==> src/rtl/ssc_pkg.sv <==
// Shared constants, register indexes and types for the substring search core.
package ssc_pkg;

   // Defaults for top-level parameters
   localparam int MAX_NEEDLE_DEF = 32;
   localparam int POS_BITS_DEF   = 32;

   // Needle storage and configuration port geometry
   localparam int NEEDLE_BYTES = 32;
   localparam int WORD_BYTES   = 8;
   localparam int CSR_IDX_W    = 3;
   localparam int CSR_DATA_W   = 64;
   localparam int LEN_W        = 6;
   localparam int MATCH_POS_W  = 32;

   // Depth of the queues between front, engine and result port
   localparam int QUEUE_DEPTH = 2;

   // Configuration register indexes
   localparam logic [CSR_IDX_W-1:0] CSR_NEEDLE_LEN = 3'd0;
   localparam logic [CSR_IDX_W-1:0] CSR_NEEDLE_W0  = 3'd1;
   localparam logic [CSR_IDX_W-1:0] CSR_NEEDLE_W1  = 3'd2;
   localparam logic [CSR_IDX_W-1:0] CSR_NEEDLE_W2  = 3'd3;
   localparam logic [CSR_IDX_W-1:0] CSR_NEEDLE_W3  = 3'd4;

   // One result transaction
   typedef struct packed {
      logic                   found;
      logic [MATCH_POS_W-1:0] match_pos;
   } rsp_type;

endpackage

==> src/rtl/ssc_fifo.sv <==
// Small register-based FIFO with full/empty flags and simultaneous push/pop.
module ssc_fifo #(
   parameter int WIDTH = 8,
   parameter int DEPTH = ssc_pkg::QUEUE_DEPTH
) (
   input  logic             clock,
   input  logic             reset,
   input  logic             push,
   input  logic [WIDTH-1:0] wr_data,
   output logic             full,
   input  logic             pop,
   output logic [WIDTH-1:0] rd_data,
   output logic             empty
);

   localparam int PTR_W = (DEPTH > 1) ? $clog2(DEPTH) : 1;
   localparam int CNT_W = $clog2(DEPTH + 1);

   logic [WIDTH-1:0] mem_ff [DEPTH];
   logic [PTR_W-1:0] wr_ptr_ff, wr_ptr_in;
   logic [PTR_W-1:0] rd_ptr_ff, rd_ptr_in;
   logic [CNT_W-1:0] count_ff, count_in;
   logic             do_push, do_pop;

   assign full    = (count_ff == CNT_W'(DEPTH));
   assign empty   = (count_ff == '0);
   assign do_push = push && !full;
   assign do_pop  = pop && !empty;
   assign rd_data = mem_ff[rd_ptr_ff];

   // Pointer and occupancy update
   always_comb begin
      wr_ptr_in = wr_ptr_ff;
      rd_ptr_in = rd_ptr_ff;
      count_in  = count_ff;
      if (do_push) begin
         wr_ptr_in = (wr_ptr_ff == PTR_W'(DEPTH - 1)) ? '0 : wr_ptr_ff + 1'b1;
      end
      if (do_pop) begin
         rd_ptr_in = (rd_ptr_ff == PTR_W'(DEPTH - 1)) ? '0 : rd_ptr_ff + 1'b1;
      end
      if (do_push && !do_pop) begin
         count_in = count_ff + 1'b1;
      end else if (do_pop && !do_push) begin
         count_in = count_ff - 1'b1;
      end
   end

   always_ff @(posedge clock) begin
      if (reset) begin
         wr_ptr_ff <= '0;
         rd_ptr_ff <= '0;
         count_ff  <= '0;
      end else begin
         wr_ptr_ff <= wr_ptr_in;
         rd_ptr_ff <= rd_ptr_in;
         count_ff  <= count_in;
      end
   end

   // Storage, no reset needed
   always_ff @(posedge clock) begin
      if (do_push) begin
         mem_ff[wr_ptr_ff] <= wr_data;
      end
   end

endmodule

==> src/rtl/ssc_front.sv <==
// Front end: needle registers, effective length and per-byte compare vector.
module ssc_front #(
   parameter int MAX_NEEDLE = ssc_pkg::MAX_NEEDLE_DEF,
   parameter int IDX_BITS   = (MAX_NEEDLE > 1) ? $clog2(MAX_NEEDLE) : 1
) (
   input  logic                           clock,
   input  logic                           reset,
   // configuration write
   input  logic                           csr_wr,
   input  logic [ssc_pkg::CSR_IDX_W-1:0]  csr_index,
   input  logic [ssc_pkg::CSR_DATA_W-1:0] csr_wdata,
   // incoming haystack byte
   input  logic [7:0]                     hay_byte,
   // classified item
   output logic                           is_term,
   output logic                           is_empty,
   output logic [IDX_BITS-1:0]            len_m1,
   output logic [MAX_NEEDLE-1:0]          eq_vec
);

   localparam int LEN_BITS   = $clog2(MAX_NEEDLE + 1);
   localparam int NEEDLE_W   = ssc_pkg::NEEDLE_BYTES * 8;
   localparam int WORD_W     = ssc_pkg::WORD_BYTES * 8;

   logic [ssc_pkg::LEN_W-1:0] needle_len_ff, needle_len_in;
   logic [NEEDLE_W-1:0]       needle_ff, needle_in;
   logic [LEN_BITS-1:0]       len_clamp;
   logic [LEN_BITS-1:0]       eff_len;

   // Register writes; unknown indexes are dropped
   always_comb begin
      needle_len_in = needle_len_ff;
      needle_in     = needle_ff;
      if (csr_wr) begin
         case (csr_index)
            ssc_pkg::CSR_NEEDLE_LEN: begin
               needle_len_in = csr_wdata[ssc_pkg::LEN_W-1:0];
            end
            ssc_pkg::CSR_NEEDLE_W0: begin
               needle_in[0*WORD_W +: WORD_W] = csr_wdata;
            end
            ssc_pkg::CSR_NEEDLE_W1: begin
               needle_in[1*WORD_W +: WORD_W] = csr_wdata;
            end
            ssc_pkg::CSR_NEEDLE_W2: begin
               needle_in[2*WORD_W +: WORD_W] = csr_wdata;
            end
            ssc_pkg::CSR_NEEDLE_W3: begin
               needle_in[3*WORD_W +: WORD_W] = csr_wdata;
            end
            default: begin
            end
         endcase
      end
   end

   always_ff @(posedge clock) begin
      if (reset) begin
         needle_len_ff <= '0;
         needle_ff     <= '0;
      end else begin
         needle_len_ff <= needle_len_in;
         needle_ff     <= needle_in;
      end
   end

   // Clamp length, then stop at the first zero needle byte
   always_comb begin
      if (needle_len_ff > ssc_pkg::LEN_W'(MAX_NEEDLE)) begin
         len_clamp = LEN_BITS'(MAX_NEEDLE);
      end else begin
         len_clamp = LEN_BITS'(needle_len_ff);
      end
      eff_len = len_clamp;
      for (int k = MAX_NEEDLE - 1; k >= 0; k--) begin
         if ((LEN_BITS'(k) < len_clamp) && (needle_ff[k*8 +: 8] == 8'd0)) begin
            eff_len = LEN_BITS'(k);
         end
      end
   end

   // Parallel compare of the byte against every live needle position
   always_comb begin
      for (int k = 0; k < MAX_NEEDLE; k++) begin
         eq_vec[k] = (needle_ff[k*8 +: 8] == hay_byte) && (LEN_BITS'(k) < eff_len);
      end
   end

   assign is_term  = (hay_byte == 8'd0);
   assign is_empty = (eff_len == '0);
   assign len_m1   = IDX_BITS'(eff_len - 1'b1);

endmodule

==> src/rtl/ssc_back.sv <==
// Back end: shift-and match engine with position counter and result build.
module ssc_back #(
   parameter int MAX_NEEDLE = ssc_pkg::MAX_NEEDLE_DEF,
   parameter int POS_BITS   = ssc_pkg::POS_BITS_DEF,
   parameter int IDX_BITS   = (MAX_NEEDLE > 1) ? $clog2(MAX_NEEDLE) : 1
) (
   input  logic                  clock,
   input  logic                  reset,
   // classified item from the queue
   input  logic                  item_valid,
   input  logic                  is_term,
   input  logic                  is_empty,
   input  logic [IDX_BITS-1:0]   len_m1,
   input  logic [MAX_NEEDLE-1:0] eq_vec,
   output logic                  item_take,
   // result to the output queue
   input  logic                  rsp_full,
   output logic                  rsp_push,
   output ssc_pkg::rsp_type      rsp_data
);

   localparam int DIFF_W = (POS_BITS > ssc_pkg::MATCH_POS_W) ? POS_BITS
                                                             : ssc_pkg::MATCH_POS_W;

   logic [MAX_NEEDLE-1:0] partial_hits_ff, partial_hits_in;
   logic [POS_BITS-1:0]   byte_count_ff, byte_count_in;
   logic                  reported_ff, reported_in;
   logic [MAX_NEEDLE-1:0] hits_next;
   logic [POS_BITS-1:0]   count_inc;
   logic [DIFF_W-1:0]     start_pos;
   logic                  hit;

   // Take an item only when a result slot is free
   assign item_take = item_valid && !rsp_full;

   // Shift-and step and match test on the last needle position
   assign hits_next = ((partial_hits_ff << 1) | MAX_NEEDLE'(1)) & eq_vec;
   assign hit       = hits_next[len_m1];
   assign count_inc = (byte_count_ff == '1) ? byte_count_ff : byte_count_ff + 1'b1;
   assign start_pos = DIFF_W'(byte_count_ff) - DIFF_W'(len_m1);

   // Per-transaction state update and result
   always_comb begin
      partial_hits_in = partial_hits_ff;
      byte_count_in   = byte_count_ff;
      reported_in     = reported_ff;
      rsp_push        = 1'b0;
      rsp_data        = '0;
      if (item_take) begin
         if (reported_ff) begin
            if (is_term) begin
               partial_hits_in = '0;
               byte_count_in   = '0;
               reported_in     = 1'b0;
            end
         end else if (is_empty) begin
            rsp_push       = 1'b1;
            rsp_data.found = 1'b1;
            if (is_term) begin
               partial_hits_in = '0;
               byte_count_in   = '0;
               reported_in     = 1'b0;
            end else begin
               reported_in = 1'b1;
            end
         end else if (is_term) begin
            rsp_push        = 1'b1;
            partial_hits_in = '0;
            byte_count_in   = '0;
            reported_in     = 1'b0;
         end else begin
            partial_hits_in = hits_next;
            byte_count_in   = count_inc;
            if (hit) begin
               rsp_push           = 1'b1;
               rsp_data.found     = 1'b1;
               rsp_data.match_pos = start_pos[ssc_pkg::MATCH_POS_W-1:0];
               reported_in        = 1'b1;
            end
         end
      end
   end

   always_ff @(posedge clock) begin
      if (reset) begin
         partial_hits_ff <= '0;
         byte_count_ff   <= '0;
         reported_ff     <= 1'b0;
      end else begin
         partial_hits_ff <= partial_hits_in;
         byte_count_ff   <= byte_count_in;
         reported_ff     <= reported_in;
      end
   end

endmodule

==> src/rtl/substring_search_core.sv <==
// Top level: streamed substring search, front classifier, item queue, engine, result queue.
//
//   channel  direction  handshake                 payload
//   req_     in         req_push / req_full       req_hay_byte[7:0]
//   rsp_     out        rsp_pop / rsp_empty       rsp_found, rsp_match_pos[31:0]
//   csr_     in         csr_valid / csr_ready     csr_index[2:0], csr_wdata[63:0]
//
// One haystack byte per cycle sustained while the result queue is not full; a result
// passes through the item queue register, a combinational engine step, then the
// result queue register before it shows on the rsp_ ports.
// The engine loop (match vector and position counter) sets the one-byte rate.
// Reset clears needle registers, engine state and both queues.
// req_full rises only when the item queue fills because the result queue is
// full and rsp_pop stays low; csr_ready is always high.
module substring_search_core #(
   parameter int MAX_NEEDLE = ssc_pkg::MAX_NEEDLE_DEF,
   parameter int POS_BITS   = ssc_pkg::POS_BITS_DEF
) (
   input  logic                           clock,
   input  logic                           reset,
   // haystack input
   input  logic                           req_push,
   output logic                           req_full,
   input  logic [7:0]                     req_hay_byte,
   // results
   output logic                           rsp_empty,
   input  logic                           rsp_pop,
   output logic                           rsp_found,
   output logic [ssc_pkg::MATCH_POS_W-1:0] rsp_match_pos,
   // configuration
   input  logic                           csr_valid,
   output logic                           csr_ready,
   input  logic [ssc_pkg::CSR_IDX_W-1:0]  csr_index,
   input  logic [ssc_pkg::CSR_DATA_W-1:0] csr_wdata
);

   localparam int IDX_BITS = (MAX_NEEDLE > 1) ? $clog2(MAX_NEEDLE) : 1;
   localparam int ITEM_W   = 2 + IDX_BITS + MAX_NEEDLE;
   localparam int RSP_W    = $bits(ssc_pkg::rsp_type);

   logic                  fr_term, fr_empty;
   logic [IDX_BITS-1:0]   fr_len_m1;
   logic [MAX_NEEDLE-1:0] fr_eq;
   logic [ITEM_W-1:0]     item_wr, item_rd;
   logic                  item_q_empty, item_take;
   logic                  bk_term, bk_empty;
   logic [IDX_BITS-1:0]   bk_len_m1;
   logic [MAX_NEEDLE-1:0] bk_eq;
   logic                  rsp_q_full, rsp_push;
   ssc_pkg::rsp_type      rsp_wr, rsp_rd;

   assign csr_ready = 1'b1;

   // Front: config registers and byte classification
   ssc_front #(
      .MAX_NEEDLE (MAX_NEEDLE),
      .IDX_BITS   (IDX_BITS)
   ) u_front (
      .clock     (clock),
      .reset     (reset),
      .csr_wr    (csr_valid && csr_ready),
      .csr_index (csr_index),
      .csr_wdata (csr_wdata),
      .hay_byte  (req_hay_byte),
      .is_term   (fr_term),
      .is_empty  (fr_empty),
      .len_m1    (fr_len_m1),
      .eq_vec    (fr_eq)
   );

   // Item queue between front and engine
   assign item_wr = {fr_term, fr_empty, fr_len_m1, fr_eq};

   ssc_fifo #(
      .WIDTH (ITEM_W),
      .DEPTH (ssc_pkg::QUEUE_DEPTH)
   ) u_item_q (
      .clock   (clock),
      .reset   (reset),
      .push    (req_push),
      .wr_data (item_wr),
      .full    (req_full),
      .pop     (item_take),
      .rd_data (item_rd),
      .empty   (item_q_empty)
   );

   assign {bk_term, bk_empty, bk_len_m1, bk_eq} = item_rd;

   // Engine: shift-and update and result build
   ssc_back #(
      .MAX_NEEDLE (MAX_NEEDLE),
      .POS_BITS   (POS_BITS),
      .IDX_BITS   (IDX_BITS)
   ) u_back (
      .clock      (clock),
      .reset      (reset),
      .item_valid (!item_q_empty),
      .is_term    (bk_term),
      .is_empty   (bk_empty),
      .len_m1     (bk_len_m1),
      .eq_vec     (bk_eq),
      .item_take  (item_take),
      .rsp_full   (rsp_q_full),
      .rsp_push   (rsp_push),
      .rsp_data   (rsp_wr)
   );

   // Result queue toward the consumer
   ssc_fifo #(
      .WIDTH (RSP_W),
      .DEPTH (ssc_pkg::QUEUE_DEPTH)
   ) u_rsp_q (
      .clock   (clock),
      .reset   (reset),
      .push    (rsp_push),
      .wr_data (rsp_wr),
      .full    (rsp_q_full),
      .pop     (rsp_pop),
      .rd_data (rsp_rd),
      .empty   (rsp_empty)
   );

   assign rsp_found     = rsp_rd.found;
   assign rsp_match_pos = rsp_rd.match_pos;

endmodule
==> config.mk <==
export PLATFORM = sky130hd
export DESIGN_NAME = substring_search_core
export DESIGN_NICKNAME = d
export VERILOG_FILES = /design/src/rtl/ssc_pkg.sv /design/src/rtl/ssc_fifo.sv /design/src/rtl/ssc_front.sv /design/src/rtl/ssc_back.sv /design/src/rtl/substring_search_core.sv
export SDC_FILE = /design/constraint.sdc
export NUM_CORES = 1
export LEC_CHECK = 0
export BUFFER_PORTS_ARGS = -buffer_cell sky130_fd_sc_hd__clkbuf_2
export CORE_MARGIN = 2
export CORE_UTILIZATION = 60
export DETAILED_ROUTE_END_ITERATION = 8
export PLACE_DENSITY_LB_ADDON = 0.1
export SLEW_MARGIN = 25
export SYNTH_ARGS = -nofsm -noshare
export SYNTH_HDL_FRONTEND = slang
export SYNTH_SLANG_ARGS = --single-unit
==> constraint.sdc <==
create_clock -name clock -period 9.06 [get_ports clock]
set_input_delay 0.906 -clock clock [delete_from_list [all_inputs] [get_ports clock]]
set_output_delay 0.906 -clock clock [all_outputs]
set_load 0.05 [all_outputs]
# After elaboration in Yosys (flattened, before gate mapping)
# Memory sizes are Yosys's and may differ from the RTL's. A register that Yosys moved wholly into a read port is not among the register bits.
# Cells that the tools add are included.
[op_classes]
eq_ne = 40
n_bitwise = 1
n_lt_le_gt_ge = 66
n_mux = 75
n_addsub = 11
reduce_logical = 126
[ops]
columns = ["op", "count"]
rows = [
  ["$mux 32", 10],
  ["$logic_not 8->1", 33],
  ["$eq 8x8->1", 32],
  ["$mux 6", 33],
  ["$lt 5x6->1 const A", 32],
  ["$mux 33", 4],
  ["$lt 4x6->1 const A", 16],
  ["$logic_and 1x1->1", 73],
  ["$lt 3x6->1 const A", 8],
  ["$add 32x1->32 const B", 1],
  ["$and 32x32->32", 1],
  ["$eq 32x32->1 const B", 1],
  ["$sub 32x5->32", 1],
  ["$lt 1x6->1 const A", 4],
  ["$lt 2x6->1 const A", 4],
  ["$mux 1", 23],
  ["$reduce_and 2->1", 6],
  ["$logic_not 1->1", 8],
  ["$mux 2", 4],
  ["$eq 3x2->1 const B", 2],
  ["$gt 6x6->1 const B", 1],
  ["$logic_not 6->1", 1],
  ["$lt 5x6->1 const B", 1],
  ["$bmux 1 s5", 1],
  ["other kinds (11)", 19],
]
[word_totals]
ff_bits = 335
mem_bits_rw = 144
inputBits = 80
mem_count = 2
wordCells = 335
[memory_table]
columns = ["name", "depth", "word_bits", "rd", "rd_clocked_by_memory_dff", "write_ports", "line", "text"]
rows = [
  ["u_item_q.mem_ff", 2, 39, 1, 1, 1, "ssc_fifo.sv:19", "logic [WIDTH-1:0] mem_ff [DEPTH];"],
  ["u_rsp_q.mem_ff", 2, 33, 1, 1, 1, "ssc_fifo.sv:19", ""],
]

# Logic depth before layout (Yosys ltp)
[logic_depth]
depth_word = 38
depth_mapped = 15
depth_no_buf = 12

# Cells and area by module
# Synthesis repeated with hierarchy kept, for this count alone.
[unflattened]
cells_unflattened = 2631
hier_area_um2 = 23705.2
[by_module_without_submodules]
columns = ["mod", "cells_per_inst", "area_each_um2", "n_inst"]
rows = [
  ["ssc_front", 1812, 13865.8, 1],
  ["ssc_back", 542, 4209.0, 1],
  ["ssc_fifo at u_item_q", 146, 3024.2, 1],
  ["ssc_fifo at u_rsp_q", 128, 2591.2, 1],
  ["substring_search_core", 3, 15.0, 1],
]

# Least setup slack after synthesis
# Ideal clock, no wire load.
[synth_timing]
path_kind = "register to register"
from = "reg (tool-made name)"
to = "mem u_rsp_q.mem_ff[0][0] (netlist name), enable pin"
stages_incl_launch_ff = 8
arrival_time_ns = 4.482
synth_period_minus_slack_ns = 4.946
slack_ns = 4.114
n_path_buf = 2
setup_time_ns = 0.465
path_cell_list = "dfxtp_1 > clkbuf_1 > buf_2 > mux2i_1 > mux4_2 > mux4_2 > and3_1 > nor3_1"
[synth_rtl]
columns = ["item", "line"]
rows = [
  ["end, declared", "ssc_fifo.sv:19"],
]

# Worst setup path after layout
[layout_timing]
from = "reg u_front.needle_len_ff[5] (netlist name)"
to = "mem u_item_q.mem_ff[0][20] (netlist name), data pin"
[layout_via]
elab_chain_len = 38
word_cells_on_any_way = 100
classes_between = "34 x order compare; 33 x mux; 33 x reduce/logical"
[layout_rtl]
columns = ["item", "line", "text"]
rows = [
  ["start, declared", "ssc_front.sv:25", "logic [ssc_pkg::LEN_W-1:0] needle_len_ff, needle_len_in;"],
  ["start signal, assigned", "ssc_front.sv:62", "needle_len_ff <= needle_len_in;"],
  ["$gt 6x6->1", "ssc_front.sv:69", "if (needle_len_ff > ssc_pkg::LEN_W'(MAX_NEEDLE)) begin"],
  ["$mux 6 *", "ssc_front.sv:69", ""],
  ["$lt 5x6->1", "ssc_front.sv:76", "if ((LEN_BITS'(k) < len_clamp) && (needle_ff[k*8 +: 8] == 8'd0)) begin"],
  ["$logic_and 1x1->1", "ssc_front.sv:76", ""],
  ["$mux 6 (31 in a row)", "ssc_front.sv:76", ""],
  ["$mux 6 *", "ssc_front.sv:76", ""],
  ["$lt 5x6->1 *", "ssc_front.sv:85", "eq_vec[k] = (needle_ff[k*8 +: 8] == hay_byte) && (LEN_BITS'(k) < eff_len);"],
  ["$logic_and 1x1->1 *", "ssc_front.sv:85", ""],
  ["via fr_eq[20]", "substring_search_core.sv:43", "logic [MAX_NEEDLE-1:0] fr_eq;"],
  ["end, declared", "ssc_fifo.sv:19", ""],
]
# Mark *: on every way through the listed nets, which the timed path passes. The rest lies on a longest branch.

==> insert_results.sql <==
INSERT INTO impl_metrics (metric_group, metric, value, unit) VALUES
('status', 'outcome', 'finished, final reports clean', ''),
('worst_setup_path', 'timing.critical_path.arrival', '4.62', 'ns'),
('grt', 'grt_start_max_net_pins', '103', ''),
('power', 'power.share.switching', '32.7', '%'),
('finish', 'nFillCells', '3167', ''),
('worst_setup_path', 'r2r.worst_path.cells', '11', ''),
('finish', 'drive_gt1_share', '12.5', '%'),
('synthesis', 'synth.distinct_cells', '81', ''),
('power', 'clock_power_share', '32.8', '%'),
('sta', 'setup_tns', '0', 'ns'),
('clock_tree', 'maximum_clock_insertion_buffer_count', '3', ''),
('sta', 'final_setup_violation_count', '0', ''),
('sta', 'layout_min_cycle_time', '4.34', 'ns'),
('synthesis', 'synth_seq_cells', '480', ''),
('clock_tree', 'post_cts_gate_resize_count', '0', ''),
('finish', 'syn2layout_area_growth', '10.6', '%'),
('power', 'internal_power', '4.11', 'mW'),
('routing', 'via_per_inst', '6.03', ''),
('power', 'p_per_area', '238', 'nW/um^2'),
('clock_tree', 'clkLatencyLatePin', '0.59', 'ns'),
('routing', 'route.detailed.drc', '0', ''),
('synthesis', 'synth_nets', '2676', ''),
('worst_setup_path', 'worst-endpoint-required', '9.34', 'ns'),
('sta', 'timing_hold_violations_final', '0', ''),
('finish', 'footprint_of_the_multi_input_gates', '11400', 'um^2'),
('clock_tree', 'cts.reportedPaths.clkPinSlew', '0.06', 'ns'),
('worst_hold_path', 'holdCritPathClass', 'reg2reg', ''),
('sta', 'grt_setup_unrepaired', 'no', ''),
('clock_tree', 'cts_tree', 'built', ''),
('placed_design', 'half_perimeter_wire_length_after_detailed_placement', '44.2', 'mm'),
('synthesis', 'post_synth_edffs', '144', ''),
('flow_run', 'maxCapViolations', '0', ''),
('die', 'floorplan.die_area', '40200', 'um^2'),
('worst_hold_path', 'worstHoldPathCells', '2', ''),
('die', 'fp-row-count', '72', ''),
('grt', 'antenna_violations_before_repair', '0', ''),
('power', 'power.share.combinational', '25.5', '%'),
('worst_setup_path', 'cp_slowest_cell', 'sky130_fd_sc_hd__a2111oi_1', ''),
('sta', 'max_clock_freq', '230', 'MHz'),
('synthesis', 'syn-instance-count', '2584', ''),
('clock_tree', 'htree_depth', '2', ''),
('finish', 'nNetsFinal', '2699', ''),
('finish', 'insertedDiodeCount', '0', ''),
('routing', 'dr.pass1.iters', '8', ''),
('clock_tree', 'clock_sinks', '480', ''),
('worst_setup_path', 'crit_path_max_incr_delay', '0.73', 'ns'),
('finish', 'seqCellArea', '11100', 'um^2'),
('die', 'floorplan.io_pins', '116', ''),
('sta', 'tightestPinTransition', '0.985', 'ns'),
('synthesis', 'yosysWarningCount', '0', ''),
('worst_setup_path', 'cp_cell_sequence', 'or2_2, o211ai_1, nand2_1, a211oi_1, nand3_1, o21ai_1, inv_1, ha_1, inv_1, nand2_1, a2111oi_1', ''),
('power', 'netSwitchingPower', '2.00', 'mW'),
('worst_setup_path', 'worstSetupEndpointType', 'flop', ''),
('worst_setup_path', 'timing.setup.critical_path_class', 'reg2reg', ''),
('synthesis', 'seq_area_frac_synth', '47.7', '%'),
('worst_setup_path', 'timing.critical_path.max_delay_family', 'compound AO/OA/AOI/OAI gates', ''),
('synthesis', 'synthArstFlopShare', '0', '%'),
('die', 'horizontal_die_dimension', '201', 'um'),
('routing', 'drt_iter0_markers', '1479', ''),
('power', 'power.share.sequential', '41.7', '%'),
('routing', 'vias', '19100', ''),
('routing', 'number_of_antenna_violating_nets_in_the_routed_design', '0', ''),
('placed_design', 'place.gp.congestion', '0.956', ''),
('sta', 'final.period_utilization', '47.9', '%'),
('sta', 'max_slew_headroom_at_the_worst_pin', '33.7', '%'),
('worst_setup_path', 'path_buf_inv', '2', ''),
('clock_tree', 'cts-root-buf', 'sky130_fd_sc_hd__clkbuf_16', ''),
('clock_tree', 'cts_made_buffers', '50', ''),
('power', 'power.static_leakage', '8.66', 'nW'),
('die', 'dieHeight', '201', 'um'),
('worst_setup_path', 'cp-start-kind', 'flop', '');
-- power by group through the flow --
stage,sequential (mW),clock (mW),combinational (mW)
6_report,2.55,2.00,1.56
2_1_floorplan,2.58,0,1.15
4_1_cts,2.55,2.02,1.55
3_5_place_dp,2.60,0,1.54
3_3_place_gp,2.59,0,1.53
5_1_grt,2.57,2.11,1.67
-- tightest hold or removal path, delay by kind of cell, from the launching register on --
kind               cells  cell delay (ns)
DFF                    1             0.33
and+or+nand+nor        1             0.06
AOI/OAI and AO/OA      1             0.05
-- area by class of cell --
class,instances,share of cell area (%)
clock buffer,80,5.87
sequential,480,43.1
multi-input combinational,1906,44.5
inverter,27,0.395
tap,518,2.53
timing repair buffer,142,3.23
clock inverter,12,0.341
-- sequential cells by signal, indices dropped and copies added (netlist names), 2 cells and up, named ones only --
register                flops
u_front.needle_len_ff       6
u_back.partial_hits_ff     31
u_item_q.mem_ff            78
u_front.needle_ff         256
u_back.byte_count_ff       32
u_rsp_q.count_ff            2
u_item_q.count_ff           2
u_rsp_q.mem_ff             66
-- per-stage QoR --
step	setup slack [ns]	instances	power [mW]	cell area [um^2]	utilization (%)
after floorplan	4.11	2584	3.73	23200	-
after global placement	4.66	3071	4.11	24000	62.5
after detailed placement	4.60	3072	4.14	24000	62.6
after CTS	4.57	3164	6.13	25600	66.7
after global routing	4.29	3165	6.35	25700	66.8
final	4.72	3165	6.11	25700	66.8
-- placed cells by master (no fill, tap or decap), types with 23 or more instances in the layout --
master	n
sky130_fd_sc_hd__a21oi_1	284
sky130_fd_sc_hd__buf_4	26
sky130_fd_sc_hd__clkbuf_16	51
sky130_fd_sc_hd__clkbuf_2	113
sky130_fd_sc_hd__dfxtp_1	335
sky130_fd_sc_hd__edfxtp_1	144
sky130_fd_sc_hd__inv_1	27
sky130_fd_sc_hd__mux2_2	68
sky130_fd_sc_hd__nand2_1	577
sky130_fd_sc_hd__nand3_1	43
sky130_fd_sc_hd__nand4_1	69
sky130_fd_sc_hd__nor2_1	149
sky130_fd_sc_hd__nor3_1	23
sky130_fd_sc_hd__nor4_1	65
sky130_fd_sc_hd__o21ai_0	34
sky130_fd_sc_hd__xnor2_1	279
sky130_fd_sc_hd__xor2_1	41
-- cells in the mapped netlist (6+ instances only) --
library cell                instances  area, um^2
sky130_fd_sc_hd__a2111oi_2          6        90.1
sky130_fd_sc_hd__a211oi_1          21         158
sky130_fd_sc_hd__a21oi_1          284        1420
sky130_fd_sc_hd__a2bb2oi_1         11        96.3
sky130_fd_sc_hd__a31oi_1            6        37.5
sky130_fd_sc_hd__a32oi_1           14         123
sky130_fd_sc_hd__and3_1            12        75.1
sky130_fd_sc_hd__and4_1             6        52.6
sky130_fd_sc_hd__buf_1             10        37.5
sky130_fd_sc_hd__buf_2             19        95.1
sky130_fd_sc_hd__clkbuf_1         141         529
sky130_fd_sc_hd__dfxtp_1          336        6730
sky130_fd_sc_hd__edfxtp_1         144        4320
sky130_fd_sc_hd__ha_1              11         138
sky130_fd_sc_hd__inv_1             27         101
sky130_fd_sc_hd__mux2_2            68         766
sky130_fd_sc_hd__mux2i_1           11         110
sky130_fd_sc_hd__nand2_1          577        2170
sky130_fd_sc_hd__nand2b_1          11        68.8
sky130_fd_sc_hd__nand3_1           45         225
sky130_fd_sc_hd__nand4_1           69         432
sky130_fd_sc_hd__nor2_1           151         567
sky130_fd_sc_hd__nor2b_1            9        56.3
sky130_fd_sc_hd__nor3_1            25         125
sky130_fd_sc_hd__nor4_1            65         407
sky130_fd_sc_hd__o211ai_1          20         150
sky130_fd_sc_hd__o21ai_0           34         170
sky130_fd_sc_hd__or2_2              8        50.1
sky130_fd_sc_hd__or3_1              7        43.8
sky130_fd_sc_hd__or4_1             19         143
sky130_fd_sc_hd__xnor2_1          279        2440
sky130_fd_sc_hd__xor2_1            41         359
-- layer usage --
layer | wire length [um] | up-vias | track usage, %
met5 | 0 | - | 0
met4 | 2530 | 0 | 14.3
met3 | 4940 | 145 | 6.02
met2 | 30600 | 726 | 52.3
met1 | 27500 | 9196 | 42.5
li1 | - | 9024 | -
-- worst paths after layout --
path                                                from                     end  slack, ns
worst max-delay path            u_front.needle_len_ff[5]  u_item_q.mem_ff[0][20]       4.72
worst min-delay path               u_front.needle_ff[37]   u_front.needle_ff[37]       0.48
worst max register to register  u_front.needle_len_ff[5]  u_item_q.mem_ff[0][20]       4.72
worst min register to register     u_front.needle_ff[37]   u_front.needle_ff[37]       0.48
-- logic make-up (layout without fill, tap and decap cells) --
group	after synthesis	count (layout)	share of synthesized area, %
other	1	1	0.0162
adder cells (fa/ha/maj)	12	12	0.680
flip-flops	480	480	47.7
multiplexers	81	81	3.97
AO/OA/AOI/OAI	459	459	12.1
buffers and inverters	198	261	3.32
XOR/XNOR	320	320	12.1
AND/OR/NAND/NOR	1033	1033	20.2
Power figures use the tool's default switching activity.
